$ cat config.mk
export PLATFORM = sky130hd
export DESIGN_NAME = srsi_ctrl
export DESIGN_NICKNAME = d
export VERILOG_FILES = /design/src/sorted_reference_set_intersection_top_assert.svh /design/src/srsi_pkg.sv /design/src/srsi_ctrl.sv
export SDC_FILE = /design/constraint.sdc
export NUM_CORES = 1
export LEC_CHECK = 0
export BUFFER_PORTS_ARGS = -buffer_cell sky130_fd_sc_hd__buf_2
export CAP_MARGIN = 30
export CORE_AREA = 2 2 39 41
export CTS_CLUSTER_DIAMETER = 200
export DETAILED_ROUTE_END_ITERATION = 10
export DIE_AREA = 0 0 41 43
export GPL_TIMING_DRIVEN = 0
export PLACE_DENSITY_LB_ADDON = 0.12
export SLEW_MARGIN = 0
export SYNTH_ARGS = -nofsm -noshare
export SYNTH_HDL_FRONTEND = slang
export SYNTH_SLANG_ARGS = --single-unit
$ cat constraint.sdc
create_clock -name clk_i -period 1.35 [get_ports clk_i]
set_input_delay 0.135 -clock clk_i [delete_from_list [all_inputs] [get_ports clk_i]]
set_output_delay 0.135 -clock clk_i [all_outputs]
set_load 0.03 [all_outputs]
$ cat src/sorted_reference_set_intersection_top_assert.svh
// assertion macros used by the top-level rtl
`ifndef SORTED_REFERENCE_SET_INTERSECTION_TOP_ASSERT_SVH
`define SORTED_REFERENCE_SET_INTERSECTION_TOP_ASSERT_SVH

// a true at a clock edge requires b at the same edge
`define SRSI_ASSERT_SAME(name, clk, rstn, a, b) \
  name: assert property (@(posedge clk) disable iff (!rstn) (a) |-> (b)) \
    else $error("same-cycle check failed");

// a true at a clock edge requires b at the next edge
`define SRSI_ASSERT_NEXT(name, clk, rstn, a, b) \
  name: assert property (@(posedge clk) disable iff (!rstn) (a) |=> (b)) \
    else $error("next-cycle check failed");

`endif

$ cat src/srsi_pkg.sv
`timescale 1ns / 1ps

package srsi_pkg;

  // fixed field widths of the stream words
  localparam int unsigned ModeW       = 2;
  localparam int unsigned StatusW     = 2;
  localparam int unsigned RefInW      = 32;
  localparam int unsigned IndexInW    = 10;
  localparam int unsigned CountOutW   = 11;
  localparam int unsigned InTdataW    = 48;
  localparam int unsigned OutTdataW   = 48;
  localparam int unsigned OutPadW     = OutTdataW - CountOutW - RefInW;

  typedef enum logic [ModeW-1:0] {
    MODE_NEW   = 2'd0,
    MODE_PUSH  = 2'd1,
    MODE_CLOSE = 2'd2,
    MODE_READ  = 2'd3
  } mode_e;

  typedef enum logic [StatusW-1:0] {
    ST_OK    = 2'd0,
    ST_FULL  = 2'd1,
    ST_ORDER = 2'd2,
    ST_RANGE = 2'd3
  } status_e;

  typedef enum logic [2:0] {
    S_IDLE,
    S_COPY_RD,
    S_COPY_WR,
    S_SET_RD,
    S_PROBE,
    S_CMP,
    S_CLOSE_END,
    S_DONE
  } state_e;

  // controller to datapath, at most one bit set per cycle
  typedef struct packed {
    logic accept;
    logic copy_rd;
    logic copy_wr;
    logic set_rd;
    logic probe;
    logic cmp;
    logic close_end;
    logic load_out;
  } dp_cmd_t;

  // datapath to controller
  typedef struct packed {
    logic first;
    logic set_empty;
    logic list_empty;
    logic lo_lt_hi;
    logic match;
    logic walk_last;
    logic copy_last;
    logic out_free;
  } dp_status_t;

endpackage

$ cat src/srsi_ctrl.sv
`timescale 1ns / 1ps

module srsi_ctrl (
  input  logic                 clk_i,
  input  logic                 rst_ni,
  input  logic                 in_valid_i,
  output logic                 in_ready_o,
  input  srsi_pkg::mode_e      mode_i,
  input  srsi_pkg::dp_status_t status_i,
  output srsi_pkg::dp_cmd_t    cmd_o
);

  srsi_pkg::state_e state_q, state_d;

  assign in_ready_o = (state_q == srsi_pkg::S_IDLE);

  always_comb begin
    state_d = state_q;
    case (state_q)
      srsi_pkg::S_IDLE: begin
        if (in_valid_i) begin
          if (mode_i == srsi_pkg::MODE_CLOSE) begin
            if (status_i.first) begin
              state_d = status_i.list_empty ? srsi_pkg::S_CLOSE_END : srsi_pkg::S_COPY_RD;
            end else begin
              state_d = status_i.set_empty ? srsi_pkg::S_CLOSE_END : srsi_pkg::S_SET_RD;
            end
          end else begin
            state_d = srsi_pkg::S_DONE;
          end
        end
      end
      srsi_pkg::S_COPY_RD: state_d = srsi_pkg::S_COPY_WR;
      srsi_pkg::S_COPY_WR: begin
        state_d = status_i.copy_last ? srsi_pkg::S_CLOSE_END : srsi_pkg::S_COPY_RD;
      end
      srsi_pkg::S_SET_RD: state_d = srsi_pkg::S_PROBE;
      srsi_pkg::S_PROBE: begin
        if (status_i.lo_lt_hi) begin
          state_d = srsi_pkg::S_CMP;
        end else begin
          state_d = status_i.walk_last ? srsi_pkg::S_CLOSE_END : srsi_pkg::S_SET_RD;
        end
      end
      srsi_pkg::S_CMP: begin
        if (status_i.match) begin
          state_d = status_i.walk_last ? srsi_pkg::S_CLOSE_END : srsi_pkg::S_SET_RD;
        end else begin
          state_d = srsi_pkg::S_PROBE;
        end
      end
      srsi_pkg::S_CLOSE_END: state_d = srsi_pkg::S_DONE;
      srsi_pkg::S_DONE: begin
        if (status_i.out_free) begin
          state_d = srsi_pkg::S_IDLE;
        end
      end
      default: state_d = srsi_pkg::S_IDLE;
    endcase
  end

  always_comb begin
    cmd_o = '0;
    case (state_q)
      srsi_pkg::S_IDLE:      cmd_o.accept    = in_valid_i;
      srsi_pkg::S_COPY_RD:   cmd_o.copy_rd   = 1'b1;
      srsi_pkg::S_COPY_WR:   cmd_o.copy_wr   = 1'b1;
      srsi_pkg::S_SET_RD:    cmd_o.set_rd    = 1'b1;
      srsi_pkg::S_PROBE:     cmd_o.probe     = 1'b1;
      srsi_pkg::S_CMP:       cmd_o.cmp       = 1'b1;
      srsi_pkg::S_CLOSE_END: cmd_o.close_end = 1'b1;
      srsi_pkg::S_DONE:      cmd_o.load_out  = status_i.out_free;
      default:               cmd_o           = '0;
    endcase
  end

  always_ff @(posedge clk_i or negedge rst_ni) begin
    if (!rst_ni) begin
      state_q <= srsi_pkg::S_IDLE;
    end else begin
      state_q <= state_d;
    end
  end

endmodule

==> qor.csv <==
stage,metric,value,unit
run_status,status,finished with violations,
run_status,violations,negative setup slack,
synthesis,synth_top_family_by_area,simple AND/OR/NAND/NOR gates,
synthesis,synth_xor_area_share,0,%
power_and_ir_drop,p_sw,0.767,mW
power_and_ir_drop,cellLeakagePower,0.349,nW
synthesis,yosysTopAreaCell,dfrtp_1,
worst_hold_path,worstHoldEndpoint,state_q[1],
worst_setup_path,r2r_end,state_q[1],
worst_setup_path,ff2ff_path_depth,6,
final_layout,fin_util,51.0,%
sta,final-setup-viol-count,10,
cts,htree_levels,1,
worst_setup_path,crit_fanout,3,
worst_setup_path,reg2reg_slack,-110,ps
floorplan,die_y,43,µm
sta,maxClockFrequency,669,MHz
synthesis,syn_inst,48,
final_layout,syn_to_final_growth,104,%
final_layout,largestRegisters,state_q: 3 flops,
worst_setup_path,cp_num_buf_inv,2,
floorplan,die_w,41,µm
sta,fin_crit_sh,111,%
worst_hold_path,hold_path_depth,2,
detailed_routing,drt-initial-drc-count,6,
worst_setup_path,slowest_delay,410,ps
power_and_ir_drop,sw_frac_of_total,45.1,%
cts,numCtsBuffers,3,
power_and_ir_drop,p_per_area,2410,nW/µm²
synthesis,async_flop_share,100,%
floorplan,initial_core_util,25.0,%
worst_setup_path,critPathSlowestCell,or3_4,
cts,cts-root-buf,clkbuf_4,
synthesis,synthTopCellsByCount,"nor2_1 (7), o21ai_0 (4)",
synthesis,synth_seq_cells,3,
synthesis,synth_adder_area_share,0,%
grt,grt_pass1_vias,427,
placed_design,place_inst,85,
grt,grt_pass1_wl,1.74,mm
power_and_ir_drop,ir_drop,0.00110,V
floorplan,core_area,1380,µm²
power_and_ir_drop,combPwrFrac,79.5,%
cts,clock_sinks,3,
final_layout,layout.nets,97,
synthesis,syn_area,345,µm²
cts,clkSlewWorstSetupHoldPaths,40,ps
synthesis,netlist.area_leader.share,21.7,%
synthesis,synth_cell_types,24,
grt,grtUsageTotal,14.8,%
run,drv_cap,0,
floorplan,die_area,1760,µm²
final_layout,regMostFlops,state_q,
final_layout,drive_gt1_share,59.0,%
placed_design,pre_cts_ws,-40.2,ps
synthesis,yosysSeqAreaShare,21.7,%
worst_setup_path,cp_data_required_time,1220,ps
sta,slew_headroom,81.6,%
synthesis,ys.flop_type,dfrtp_1,
floorplan,num_rows,14,
placed_design,portBuffers,21,
detailed_routing,postRouteAntennaNets,0,
placed_design,dp_hpwl,767,µm
synthesis,postSynthNetCount,61,
synthesis,synth_compound_area_share,22.5,%
final_layout,fin_cells,99,
worst_setup_path,path_cells,or3_4 -> clkinv_4 -> and2_4 -> buf_6,
detailed_routing,drc,0,
cts,cts_tree,yes,
sta,hold_viol_final,0,
worst_hold_path,hold_path_class,in -> reg,
detailed_routing,drt-vias-per-instance,4.98,
detailed_routing,drt-total-wl,1.22,mm
synthesis,avgSynthCellArea,7.19,µm²
cts,clk_latency,240,ps
detailed_routing,dr.pass1.iters,4,
final_layout,largest_register_ffs,3,
power_and_ir_drop,internal-power,0.935,mW
synthesis,synth_edf_count,0,
power_and_ir_drop,total_power,1.70,mW
synthesis,synthTopCellsByArea,"dfrtp_1 (22%), nor2_1 (7.6%), o21ai_0 (5.8%)",
power_and_ir_drop,p_seq_share,11.0,%
worst_setup_path,cp_data_arrival_time,1360,ps
synthesis,synth_most_common_cell,nor2_1,
grt,gr-total-overflow,0,
cts,cts_buffer_depth,2,
sta,slew_viol_final,0,
sta,period_needed,1490,ps
worst_setup_path,r2r_start,state_q[0],
sta,tightest_slew,272,ps
power_and_ir_drop,clockPowerShare,9.5,%
grt,grt_max_degree,11,
worst_setup_path,crit_type,reg -> out,
sta,layout_setup_ws,-144,ps
final_layout,n_antenna_cell,0,
synthesis,synth_mux_area_share,3.26,%
detailed_routing,routedWlPerCell,12.3,µm
grt,antenna_found_initial,0,
synthesis,yosysWarnings,0,
worst_setup_path,start_kind,flip-flop,
sta,fin_skew,1.02,ps
placed_design,routabilityCongestion,0.670,
sta,rsz0062_at_grt,true,
worst_hold_path,min-delay-start,status_i[0],
detailed_routing,vias,493,
synthesis,synthSimpleGateAreaFrac,43.5,%
worst_setup_path,path_delay_family,simple AND/OR/NAND/NOR gates,
worst_setup_path,cp-end-kind,output pin,
floorplan,ioPinCount,22,
[logic make-up (layout without fill, tap and decap cells)]
kind of cell / after synthesis / in the layout
compound gates: 13 / 13
buf+inv: 7 / 42
flops: 3 / 3
mux: 1 / 1
simple gates: 24 / 24
[power groups by stage]
stage	Sequential [mW]	Clock [mW]	Combinational, mW
3_5_place_dp	0.177	0	0.834
5_1_grt	0.193	0.177	1.46
2_1_floorplan	0.167	0	0.639
4_1_cts	0.178	0.167	0.959
6_report	0.187	0.162	1.35
3_3_place_gp	0.177	0	0.838
[through the flow]
| step | setup TNS, ps | hold WS (ps) | cell area (µm²) |
|---|---|---|---|
| floorplan | -2.75 | -161 | 359 |
| global placement | -32.2 | -67.8 | 484 |
| detailed placement | -40.2 | -66.7 | 484 |
| CTS | -652 | 151 | 574 |
| global route | -1250 | 163 | 706 |
| finish | -542 | 149 | 706 |
[worst max path at each step]
stage,endpoint,from,depth (start not counted),slack [ps]
6_report,cmd_o[7],state_q[0],4,-140
5_1_grt,cmd_o[7],state_q[1],4,-190
4_1_cts,cmd_o[7],state_q[0],4,-140
3_5_place_dp,state_q[1],state_q[0],5,-40
3_3_place_gp,state_q[1],state_q[0],5,-30
2_1_floorplan,state_q[2],state_q[0],5,-3
[final cells by class]
type                       instances  area [µm²]
buffer                             3        37.5
clock buffer                       4        26.3
fill                             141         678
inverter                           4        25.0
multi-input combinational         38         279
sequential                         3        75.1
tap                               16        20.0
timing repair buffer              31         243
[placed cells by master (no fill, tap or decap), types with 2 or more instances in the layout]
cell type  netlist  final
a21oi_1          2      2
a31oi_1          2      2
and2_4           0      2
buf_2            3     13
buf_4            0     10
buf_6            0      6
buf_8            0      2
clkbuf_4         0      4
dfrtp_1          3      3
inv_1            3      2
nand2b_1         2      2
nand3_1          2      2
nor2_1           7      6
nor2b_1          3      2
nor3b_2          1      2
o21ai_0          4      3
o22ai_1          3      2
[repair_timing]
| action | CTS | global route |
|---|---|---|
| resized for setup | 12 | 26 |
| setup endpoints to repair | 9 | 12 |
| gates cloned | 0 | 1 |
| pin swaps | 2 | 5 |
| buffers inserted | 2 | 6 |
| endpoints found under the hold margin | 3 | 0 |
| hold buffers | 1 | 0 |
[worst register-to-register path, cell delays in order, from the launching register on]
cell and delay (ps):
dfrtp_1 400, or3_4 410, clkinv_4 70, buf_4 120, nand3b_4 80, nor3b_2 160
o22ai_1 90
[per-layer routing]
layer,routed length [µm],vias up,track usage (%)
met5,0,-,0
met4,29,0,6.00
met3,96,4,6.28
met2,638,25,22.2
met1,454,222,17.8
li1,-,242,-
Power figures use the tool's default switching activity.
